--- src/hw/rtl/rcmp_pkg.sv ---
// Shared types, widths and register indexes for the RGBA color matrix pixel unit.
// Depends on nothing; every other file of the block imports it.
package rcmp_pkg;

   localparam int PIX_W                   = 8;
   localparam int COEF_W                  = 16;
   localparam int SRC_FRAC_W              = 16;
   localparam int QUO_W                   = PIX_W + SRC_FRAC_W;
   localparam int FRAC_W                  = SRC_FRAC_W + 1;
   localparam int LANES                   = 4;
   localparam int DIV_STAGES              = 4;
   localparam int CSR_INDEX_W             = 3;
   localparam int CSR_DATA_W              = LANES * COEF_W;
   localparam int COEFF_FRAC_BITS_DEFAULT = 12;

   localparam logic [PIX_W-1:0] ALPHA_FULL = 8'd255;

   localparam int LANE_RED   = 0;
   localparam int LANE_GREEN = 1;
   localparam int LANE_BLUE  = 2;
   localparam int LANE_ALPHA = 3;

   localparam logic [CSR_INDEX_W-1:0] CSR_RED_ROW     = 3'd0;
   localparam logic [CSR_INDEX_W-1:0] CSR_GREEN_ROW   = 3'd1;
   localparam logic [CSR_INDEX_W-1:0] CSR_BLUE_ROW    = 3'd2;
   localparam logic [CSR_INDEX_W-1:0] CSR_ALPHA_ROW   = 3'd3;
   localparam logic [CSR_INDEX_W-1:0] CSR_ROW_OFFSETS = 3'd4;

   typedef struct packed {
      logic [PIX_W-1:0] in_alpha;
      logic [PIX_W-1:0] in_red;
      logic [PIX_W-1:0] in_green;
      logic [PIX_W-1:0] in_blue;
   } req_pixel_type;

   typedef struct packed {
      logic [PIX_W-1:0] out_alpha;
      logic [PIX_W-1:0] out_red;
      logic [PIX_W-1:0] out_green;
      logic [PIX_W-1:0] out_blue;
   } rsp_pixel_type;

   typedef struct packed {
      logic [LANES-1:0][CSR_DATA_W-1:0] row;
      logic [CSR_DATA_W-1:0]            offsets;
   } coeff_set_type;

   typedef logic [LANES-1:0][QUO_W-1:0]  src_frac_type;
   typedef logic [LANES-1:0][FRAC_W-1:0] row_frac_type;

endpackage

--- src/hw/rtl/rcmp_premul.sv ---
// Premultiply and scale to 8 bits: color times alpha, then times 255; holds the output word.
// Depends on rcmp_pkg.
module rcmp_premul import rcmp_pkg::*; (
   input  logic          clock,
   input  logic          reset,
   input  logic          advance,
   input  logic          in_valid,
   input  row_frac_type  in_frac,
   output logic          out_valid,
   output rsp_pixel_type out_pixel
);

   localparam int CA_W = 2 * FRAC_W;
   localparam int CS_W = CA_W + PIX_W;
   localparam int AS_W = FRAC_W + PIX_W;

   logic [CA_W-1:0]  ca_in [3];
   logic [CA_W-1:0]  ca_ff [3];
   logic [PIX_W-1:0] alpha_in;
   logic [PIX_W-1:0] alpha_ff;
   rsp_pixel_type    pixel_in;
   rsp_pixel_type    pixel_ff;
   logic [1:0]       valid_ff;

   always_comb begin
      logic [AS_W-1:0] alpha_scaled;
      for (int c = 0; c < 3; c++) begin
         ca_in[c] = CA_W'(in_frac[c]) * CA_W'(in_frac[LANE_ALPHA]);
      end
      alpha_scaled = AS_W'(in_frac[LANE_ALPHA]) * AS_W'(ALPHA_FULL);
      alpha_in     = alpha_scaled[SRC_FRAC_W +: PIX_W];
   end

   always_comb begin
      logic [CS_W-1:0] scaled [3];
      for (int c = 0; c < 3; c++) begin
         scaled[c] = CS_W'(ca_ff[c]) * CS_W'(ALPHA_FULL);
      end
      pixel_in.out_alpha = alpha_ff;
      pixel_in.out_red   = scaled[LANE_RED][2*SRC_FRAC_W +: PIX_W];
      pixel_in.out_green = scaled[LANE_GREEN][2*SRC_FRAC_W +: PIX_W];
      pixel_in.out_blue  = scaled[LANE_BLUE][2*SRC_FRAC_W +: PIX_W];
   end

   always_ff @(posedge clock) begin
      if (reset) begin
         valid_ff <= '0;
      end else if (advance) begin
         valid_ff <= {valid_ff[0], in_valid};
      end
   end

   always_ff @(posedge clock) begin
      if (advance) begin
         ca_ff    <= ca_in;
         alpha_ff <= alpha_in;
         pixel_ff <= pixel_in;
      end
   end

   assign out_valid = valid_ff[1];
   assign out_pixel = pixel_ff;

endmodule

--- config.mk ---
export PLATFORM = sky130hd
export DESIGN_NAME = rcmp_premul
export DESIGN_NICKNAME = d
export VERILOG_FILES = /design/src/hw/rtl/rcmp_pkg.sv /design/src/hw/rtl/rcmp_premul.sv
export SDC_FILE = /design/constraint.sdc
export NUM_CORES = 2
export LEC_CHECK = 0
export BUFFER_PORTS_ARGS = -buffer_cell sky130_fd_sc_hd__buf_2
export CORE_ASPECT_RATIO = 2
export CORE_MARGIN = 2
export CORE_UTILIZATION = 52
export CTS_CLUSTER_DIAMETER = 60
export DETAILED_ROUTE_END_ITERATION = 8
export PLACE_DENSITY = 0.77
export SYNTH_ARGS = -nofsm -noshare
export SYNTH_HDL_FRONTEND = slang
export SYNTH_SLANG_ARGS = --single-unit
--- constraint.sdc ---
create_clock -name clock -period 8.9 [get_ports clock]
set_input_delay 2.67 -clock clock [delete_from_list [all_inputs] [get_ports clock]]
set_output_delay 2.67 -clock clock [all_outputs]
set_load 0.02 [all_outputs]
==> out/metrics.csv <==
metric,value,unit
total gr overflow,0,
vias in the first global route,41400,
Post-CTS Hold Fix Bufs,0,
routing usage on met1,25.0,%
post-synthesis register bit count,144,
Pre-antenna DRT Iters,5,
Worst slew margin,37.9,%
critical path's largest stage delay,0.55,ns
Synth Instances,5279,
CTS tree,built,
global-route wire length before repair,197000,µm
postcts setup bufs,0,
fin area,54400,µm²
Fin Setup TNS,0,ns
critical path endpoint category,flip-flop,
Final period util,94.4,%
Buf/Inv on CP,6,
final net count,7151,
"Arr. time, crit path",8.68,ns
Pins Over Slew Limit,0,
die height,449,µm
I/O pin count,105,
Layout area overhead,5.86,%
grt met2 use,47.5,%
initial antenna violation count,15,
via count,36000,
"most used cell, CP",fa_1,
Final setup viols,0,
cts repair resizes,0,
"CP delay by family, top",adder cells,
Root Buffer,clkbuf_16,
final wirelength,117000,µm
Routed Antenna Nets,0,
crit path time final,8.40,ns
initial core utilization,52.3,%
Setup crit start kind,input port,
I/O Buffers,104,
actual slew at the worst max-slew pin,0.931,ns
syn avg cell area,9.74,µm²
synthesized area,51400,µm²
htree depth,4,
DRC Markers,0,
share of cells above drive strength 1,5.04,%
DP HPWL,102000,µm
number of cells on the critical path,22,
Critical Path RT,9.18,ns
max-cap violations,0,
Starting DRT DRC Count,1886,
Final Hold Vio Count,0,
RSZ-0062 raised after global routing,false,
CP Max Fanout,27,
clk_lat worst skew,0.53,ns
critical path type,in -> reg,
gr busiest metal,met2,
met3 Use GR,3.49,%
die span in x,226,µm
Post-synth EDFFs,142,
"Seq/Total Area, Yosys",8.37,%
largest net degree at the start of global routing,82,
worst r2r src,ca_ff[3],
routability cong.,0.909,
DP Area,53800,µm²
Max Clk Rate,0.119,GHz
Hold Startpoint,alpha_ff[5],
gr usage total,24.7,%
vias per inst,5.38,
row count,163,
post-synth net total,7090,
synth unique cells,79,
async set or reset register ratio after synthesis,0,%
outcome,finished clean,
CP max-delay cell,fa_1,
die area,102000,µm²
CP cell instances,"buf_2, buf_4, and2_1, fa_1, inv_1, fa_1, fa_1, fa_1, inv_1, fa_1, inv_1, fa_1, inv_1, ha_1, and4_1, and2_1, nand3_1, a31oi_2, a22oi_1, a211o_1, o21ai_1, xnor2_1",
Final Util,55.4,%
CTS sink cnt,144,
CP startpoint,in_frac[57],
core area,98300,µm²
r2r worst-path depth,14,
Clock Skew,0.0147,ns
Clock Tree Buf Depth,2,
drt wl/cell,17.6,µm
hold-critical path depth,0,
Synth Flop Type,edfxtp_1,
YS warnings,0,
clock slew at reported path FFs,0.07,ns
CTS Buf Count,17,
Hold Path Class,reg -> reg,
## synthesized netlist by cell type, drive strengths merged (4+ instances only)
library cell | count | area [µm²]
a21boi | 8 | 60.1
nor3b | 8 | 60.1
a221oi | 6 | 65.1
a211o | 5 | 43.8
a311oi | 5 | 50.0
nor3 | 31 | 155
or2 | 6 | 37.5
o21a | 32 | 240
nor2 | 86 | 323
and2 | 381 | 2390
a2111oi | 8 | 114
o31ai | 12 | 100
a21o | 74 | 556
o22ai | 4 | 25.0
mux2i | 5 | 50.1
a21oi | 118 | 591
nor2b | 16 | 100
nand2 | 567 | 2130
nand3 | 27 | 135
clkbuf | 159 | 597
o311ai | 10 | 95.1
ha | 516 | 6460
o211ai | 9 | 72.6
o21bai | 15 | 113
edfxtp | 142 | 4260
o2111ai | 9 | 78.8
xnor2 | 76 | 666
a31oi | 14 | 109
fa | 1223 | 24500
nor4 | 4 | 25.0
nand4 | 24 | 150
nand2b | 13 | 81.3
inv | 1465 | 5500
and4 | 9 | 78.8
a211oi | 20 | 170
and3 | 18 | 113
xor2 | 34 | 298
o21ai | 72 | 364
## cell usage in the layout, fill, tap and decap left out, types with 6 or more instances in the layout
master / instances
nor2b_1: 16
and2_1: 380
o211ai_1: 8
nor3_1: 31
nor2_1: 86
o21ai_1: 15
or2_2: 6
a21oi_1: 118
xnor2_1: 76
nand2b_1: 13
buf_12: 9
o21ai_0: 56
and4_1: 9
o21a_1: 32
o31ai_1: 10
clkbuf_16: 17
nand3_1: 27
nor3b_1: 8
buf_4: 90
fa_1: 1223
ha_1: 516
o21bai_1: 15
and3_1: 18
diode_2: 7
o2111ai_1: 9
buf_2: 103
nand4_1: 24
nand2_1: 567
xor2_1: 34
inv_1: 1465
a21boi_0: 8
a21o_1: 74
edfxtp_1: 142
a211oi_1: 16
a31oi_1: 12
## kinds of logic (layout without fill, tap and decap cells)
family,count (synthesis),count (layout),synth area share [%]
AOI/OAI and AO/OA,449,449,6.08
xor gates and xnor gates,110,110,1.87
adders and majority gates,1739,1739,60.2
buffers and inverters,1626,1700,11.9
DFF,144,144,8.37
muxes,7,7,0.141
other,0,7,0
and+or+nand+nor,1204,1204,11.5
## state kept, by name, indices dropped and copies added (netlist names)
| signal | cells |
|---|---|
| alpha_ff | 8 |
| ca_ff | 102 |
| valid_ff | 2 |
| out_pixel | 32 |
## layer usage
| metal | share of wire (%) | up-vias |
|---|---|---|
| li1 | - | 15900 |
| met1 | 33 | 18500 |
| met2 | 57 | 1024 |
| met3 | 4.5 | 477 |
| met4 | 5.9 | 20 |
| met5 | 0.11 | - |
## metrics by stage
step	hold slack [ns]	setup slack (ns)	cells
6_report	0.428	0.496	6680
5_1_grt	0.442	0.283	6675
4_1_cts	0.434	0.584	6673
3_5_place_dp	0.408	0.00930	6641
3_3_place_gp	0.412	0.0937	6641
2_1_floorplan	0.400	0.479	5279
## path summary, 6_finish.rpt
kind	to	slack (ns)
worst max-delay path	ca_ff[33]	0.50
worst min-delay path	out_pixel[29]	0.43
worst max register to register	out_pixel[7]	3.67
worst min register to register	out_pixel[29]	0.43
## layout make-up
class                           count  area (µm²)
Multi-Input combinational cell   3509       41000
Fill cell                        8482       43900
Inverter                         1465        5500
Tap cell                         1320        1650
Timing Repair Buffer              203        1380
Clock buffer                       18         429
Clock inverter                     14         140
Antenna cell                        7        17.5
Sequential cell                   144        4300
Power is left out: the tool's default activity adds up to more than one toggle a clock period on the data nets, which glitch-free logic cannot reach.
