`src/hw/rtl/rcmp_pkg.sv`:
```
// Shared types, widths and register indexes for the RGBA color matrix pixel unit.
// Depends on nothing; every other file of the block imports it.
package rcmp_pkg;

   localparam int PIX_W                   = 8;
   localparam int COEF_W                  = 16;
   localparam int SRC_FRAC_W              = 16;
   localparam int QUO_W                   = PIX_W + SRC_FRAC_W;
   localparam int FRAC_W                  = SRC_FRAC_W + 1;
   localparam int LANES                   = 4;
   localparam int DIV_STAGES              = 4;
   localparam int CSR_INDEX_W             = 3;
   localparam int CSR_DATA_W              = LANES * COEF_W;
   localparam int COEFF_FRAC_BITS_DEFAULT = 12;

   localparam logic [PIX_W-1:0] ALPHA_FULL = 8'd255;

   localparam int LANE_RED   = 0;
   localparam int LANE_GREEN = 1;
   localparam int LANE_BLUE  = 2;
   localparam int LANE_ALPHA = 3;

   localparam logic [CSR_INDEX_W-1:0] CSR_RED_ROW     = 3'd0;
   localparam logic [CSR_INDEX_W-1:0] CSR_GREEN_ROW   = 3'd1;
   localparam logic [CSR_INDEX_W-1:0] CSR_BLUE_ROW    = 3'd2;
   localparam logic [CSR_INDEX_W-1:0] CSR_ALPHA_ROW   = 3'd3;
   localparam logic [CSR_INDEX_W-1:0] CSR_ROW_OFFSETS = 3'd4;

   typedef struct packed {
      logic [PIX_W-1:0] in_alpha;
      logic [PIX_W-1:0] in_red;
      logic [PIX_W-1:0] in_green;
      logic [PIX_W-1:0] in_blue;
   } req_pixel_type;

   typedef struct packed {
      logic [PIX_W-1:0] out_alpha;
      logic [PIX_W-1:0] out_red;
      logic [PIX_W-1:0] out_green;
      logic [PIX_W-1:0] out_blue;
   } rsp_pixel_type;

   typedef struct packed {
      logic [LANES-1:0][CSR_DATA_W-1:0] row;
      logic [CSR_DATA_W-1:0]            offsets;
   } coeff_set_type;

   typedef logic [LANES-1:0][QUO_W-1:0]  src_frac_type;
   typedef logic [LANES-1:0][FRAC_W-1:0] row_frac_type;

endpackage

```
`src/hw/rtl/rcmp_unpremul.sv`:
```
// Unpremultiply pipeline: three color lanes of restoring dividers spread over DIV_STAGES
// stages, and an alpha lane that divides by the constant 255 and rides along. Depends on rcmp_pkg.
module rcmp_unpremul import rcmp_pkg::*; (
   input  logic          clock,
   input  logic          reset,
   input  logic          advance,
   input  logic          in_valid,
   input  req_pixel_type in_pixel,
   output logic          out_valid,
   output src_frac_type  out_frac
);

   localparam int STEPS = QUO_W / DIV_STAGES;

   typedef struct packed {
      logic [QUO_W-1:0] num;
      logic [QUO_W-1:0] quo;
      logic [PIX_W-1:0] rem;
      logic [PIX_W-1:0] den;
   } div_lane_type;

   typedef div_lane_type [LANES-1:0] div_word_type;

   function automatic div_lane_type div_steps(input div_lane_type cur);
      div_lane_type   nxt;
      logic [PIX_W:0] trial;
      nxt = cur;
      for (int i = 0; i < STEPS; i++) begin
         trial   = {nxt.rem, nxt.num[QUO_W-1]};
         nxt.num = {nxt.num[QUO_W-2:0], 1'b0};
         if (trial >= {1'b0, nxt.den}) begin
            nxt.rem = PIX_W'(trial - {1'b0, nxt.den});
            nxt.quo = {nxt.quo[QUO_W-2:0], 1'b1};
         end else begin
            nxt.rem = trial[PIX_W-1:0];
            nxt.quo = {nxt.quo[QUO_W-2:0], 1'b0};
         end
      end
      return nxt;
   endfunction

   div_word_type            word_ff  [DIV_STAGES];
   div_word_type            word_in  [DIV_STAGES];
   div_word_type            stage_src[DIV_STAGES];
   logic [DIV_STAGES-1:0]   valid_ff;
   logic [PIX_W-1:0]        color_den;

   always_comb begin
      color_den = (in_pixel.in_alpha == '0) ? ALPHA_FULL : in_pixel.in_alpha;
      stage_src[0][LANE_RED]   = '{num: {in_pixel.in_red, {SRC_FRAC_W{1'b0}}},
                                   quo: '0, rem: '0, den: color_den};
      stage_src[0][LANE_GREEN] = '{num: {in_pixel.in_green, {SRC_FRAC_W{1'b0}}},
                                   quo: '0, rem: '0, den: color_den};
      stage_src[0][LANE_BLUE]  = '{num: {in_pixel.in_blue, {SRC_FRAC_W{1'b0}}},
                                   quo: '0, rem: '0, den: color_den};
      // Alpha over 255 rounded up is alpha times 257, plus one for any nonzero alpha.
      stage_src[0][LANE_ALPHA] = '{num: '0,
                                   quo: QUO_W'({in_pixel.in_alpha, in_pixel.in_alpha})
                                      + QUO_W'(in_pixel.in_alpha != '0),
                                   rem: '0, den: ALPHA_FULL};
      for (int st = 1; st < DIV_STAGES; st++) begin
         stage_src[st] = word_ff[st-1];
      end
      for (int st = 0; st < DIV_STAGES; st++) begin
         for (int ln = 0; ln < LANE_ALPHA; ln++) begin
            word_in[st][ln] = div_steps(stage_src[st][ln]);
         end
         word_in[st][LANE_ALPHA] = stage_src[st][LANE_ALPHA];
      end
      // The last stage rounds the quotient up when a remainder is left.
      for (int ln = 0; ln < LANES; ln++) begin
         word_in[DIV_STAGES-1][ln].quo = word_in[DIV_STAGES-1][ln].quo
            + QUO_W'(word_in[DIV_STAGES-1][ln].rem != '0);
      end
   end

   always_ff @(posedge clock) begin
      if (reset) begin
         valid_ff <= '0;
      end else if (advance) begin
         valid_ff <= {valid_ff[DIV_STAGES-2:0], in_valid};
      end
   end

   always_ff @(posedge clock) begin
      if (advance) begin
         for (int st = 0; st < DIV_STAGES; st++) begin
            word_ff[st] <= word_in[st];
         end
      end
   end

   always_comb begin
      out_valid = valid_ff[DIV_STAGES-1];
      for (int ln = 0; ln < LANES; ln++) begin
         out_frac[ln] = word_ff[DIV_STAGES-1][ln].quo;
      end
   end

endmodule

```
`config.mk`:
```
export PLATFORM = sky130hd
export DESIGN_NAME = rcmp_unpremul
export DESIGN_NICKNAME = d
export VERILOG_FILES = /design/src/hw/rtl/rcmp_pkg.sv /design/src/hw/rtl/rcmp_unpremul.sv
export SDC_FILE = /design/constraint.sdc
export NUM_CORES = 2
export LEC_CHECK = 0
export BUFFER_PORTS_ARGS = -buffer_cell sky130_fd_sc_hd__buf_2
export CAP_MARGIN = 20
export CORE_ASPECT_RATIO = 0.7
export CORE_MARGIN = 2
export CORE_UTILIZATION = 65
export DETAILED_ROUTE_END_ITERATION = 7
export PLACE_DENSITY = 0.83
export RECOVER_POWER = 100
export SLEW_MARGIN = 10
export SYNTH_ARGS = -nofsm -noshare
export SYNTH_HDL_FRONTEND = slang
export SYNTH_SLANG_ARGS = --single-unit
export TNS_END_PERCENT = 5
```
`constraint.sdc`:
```
create_clock -name clock -period 35.5 [get_ports clock]
set_clock_uncertainty 0.2 [all_clocks]
set_input_delay 7.1 -clock clock [delete_from_list [all_inputs] [get_ports clock]]
set_output_delay 7.1 -clock clock [all_outputs]
set_load 0.02 [all_outputs]
```
==> results.cfg <==
[synth]
synth_area_mm2 = 0.0401
ys_warn_count = 0
synth-main-ff-cell = edfxtp_1
synth-edff-count = 350
synthCells = 4481
synthArstFlopShare_pct = 0
syn_avg_cell_area_um2 = 8.96
ys_types = 102
seq_area_frac_synth_pct = 26.4
yosys_register_bits = 354

[hold_path]
min_to = word_ff[2][205]$_DFFE_PP_
min_path_cells = 0
hold_start = word_ff[1][205]$_DFFE_PP_
hp-class = reg2reg

[finish]
sequential_cell_area_mm2 = 0.0106
multi_input_comb_area_mm2 = 0.0280
nNetsFinal = 5208
antenna_cells = 0
fillerInstances = 4744
drive_gt1_share_pct = 7.84
area_delta_synth_final_pct = 6.50

[routing]
ant_nets = 0
num_vias = 34875
wire_per_inst_um = 18.9
drt_first_iter_violations = 3467
viasPerCell = 6.39
drc = 0
wirelength_mm = 103
first_pass_iters = 6

[sta]
timing.slew.headroom_pct = -176
period_share_pct = 70.8
finalSetupViolations = 0
fmax_mhz = 39.8
fin_tns_setup_ns = 0
tightest_slew_ns = 4.15
finalWorstPathRequiredPeriod_ns = 25.13
slew_viol_final = 554
rsz0062_at_grt = no
finalHoldViolCount = 0

[placement]
dp_hpwl_mm = 76.9
port_buffers = 125
finalWeightedCongestion = 0.927

[die]
pin_count = 133
die_h_um = 212
fp.dieW_um = 301
die_area_mm2 = 0.0638
rows = 76
start_util_pct = 65.5
core_area_mm2 = 0.0613

[setup_path]
slowest_delay_ns = 2.45
crit_fanout = 19
crit_type = in2reg
critPathRequiredTime_ns = 35.61
r2r_cells = 53
cp.arrival_ns = 25.24
end_kind = flop
r2r-start = word_ff[1][116]$_DFFE_PP_
slowest_stage = a2111oi_0
rr_endpoint = word_ff[2][130]$_DFFE_PP_
crit_top_cell = o21ai_0
ff2ff_setup_slack_ns = 17.28
crit_path_start_kind = primary input

[grt]
grt_max_degree = 81
overflow = 0
track_usage_pct = 31.9
grt_pass1_vias = 32648
grt_pass1_wl_mm = 167
antenna_found_initial = 0

[clock_tree]
cts-buffers-inserted = 38
clkSinkCount = 354
cts_resized = 0
cts_hold_buf = 0
cts_tree = done
cts-root-buf = clkbuf_16
worstSkewPairLatency_ns = 0.59
clk_pin_slew_worst_paths_ns = 0.07
cts_setup_buffers = 0
cts_buffer_depth = 3
htreeDepth = 2

[status]
violations = capacitance limit, slew limit
status = finished, violations left

[run]
drv_cap = 16
==> state kept, by name, indices dropped and copies added (netlist names) <==
register and count:
word_ff 350, valid_ff 4
==> per-layer routing <==
layer	GRT usage [%]	vias to the layer above	routed length [µm]	share of wire (%)
met2	47.3	1593	42500	41
li1	-	16822	-	-
met5	0	-	0	0
met4	8.97	0	2740	2.7
met3	4.80	202	9990	9.7
met1	47.9	16258	47700	46
==> cell usage in the layout, fill, tap and decap left out, types with 99 or more instances in the layout <==
master	count
ha_1	530
nor2_1	417
edfxtp_1	350
a21oi_1	286
nand2_1	271
o21ai_0	268
inv_1	265
xnor2_1	247
mux2_2	181
xor2_1	138
clkbuf_1	127
nor3_1	117
a21o_1	109
nand3_1	99
==> synthesized netlist by cell type (50+ instances only) <==
cell type / n / share of area, %
ha_1: 530 / 17
nor2_1: 417 / 3.9
edfxtp_1: 350 / 26
a21oi_1: 285 / 3.6
nand2_1: 271 / 2.5
o21ai_0: 264 / 3.3
inv_1: 259 / 2.4
xnor2_1: 247 / 5.4
mux2_2: 203 / 5.7
xor2_1: 138 / 3.0
nor3_1: 117 / 1.5
a21o_1: 109 / 2.0
nand3_1: 99 / 1.2
nor2b_1: 97 / 1.5
nand2b_1: 95 / 1.5
o21a_1: 92 / 1.7
mux2i_1: 63 / 1.6
nand4_1: 56 / 0.87
clkbuf_1: 51 / 0.48
and3_1: 50 / 0.78
==> metrics by stage <==
| stage | utilization, % | hold slack, ns | std cells | cell area, µm² | worst slack [ns] |
|---|---|---|---|---|---|
| finish | 69.7 | 0.213 | 5460 | 42800 | 10.37 |
| floorplan | - | 0.200 | 4487 | 40200 | 15.10 |
| global route | 69.7 | 0.224 | 5460 | 42800 | 8.68 |
| CTS | 70.3 | 0.215 | 5459 | 43100 | 13.32 |
| global placement | 68.2 | 0.201 | 5389 | 41800 | 13.21 |
| detailed placement | 68.2 | 0.205 | 5390 | 41800 | 12.74 |
==> cell families (layout without fill, tap and decap cells) <==
logic type                 Yosys count  after routing  share of synthesized area [%]
and+or+nand+nor                   1409           1409                           17.4
AOI/OAI and AO/OA                 1143           1143                           18.9
adders and majority gates          560            560                           18.0
xor gates and xnor gates           385            385                           8.40
buffers and inverters              362            516                           3.58
DFF                                354            354                           26.4
muxes                              267            267                           7.29
other                                1              7                        0.00934
==> worst max-delay path, delay by kind of cell <==
family          cells  cell delay, ns
compound gates     37           10.75
simple gates       13            3.10
fa+ha+maj           8            2.41
buf+inv             6            1.36
mux                 1            0.48
==> cell type report <==
| class | count | share of cell area (%) |
|---|---|---|
| flip-flops and latches | 354 | 24.8 |
| inverters | 269 | 2.36 |
| well taps | 819 | 2.40 |
| clock buffers | 45 | 2.33 |
| multi-input cells | 3771 | 65.5 |
| repair buffers | 178 | 1.89 |
| clock inverters | 24 | 0.775 |
==> worst max path at each step <==
stage                            start                        end  slack, ns  cells after the start
final                     in_pixel[26]  word_ff[0][125]$_DFFE_PP_      10.37                     65
after global routing      in_pixel[26]  word_ff[0][130]$_DFFE_PP_       8.68                     65
after CTS                 in_pixel[26]  word_ff[0][125]$_DFFE_PP_      13.32                     66
after detailed placement  in_pixel[26]  word_ff[0][125]$_DFFE_PP_      12.74                     66
after global placement    in_pixel[26]  word_ff[0][130]$_DFFE_PP_      13.21                     66
after floorplan           in_pixel[30]  word_ff[0][127]$_DFFE_PP_      15.10                     66
Power is not shown: default switching activity piles up to over one toggle a cycle in this logic, so the estimate is an artifact.
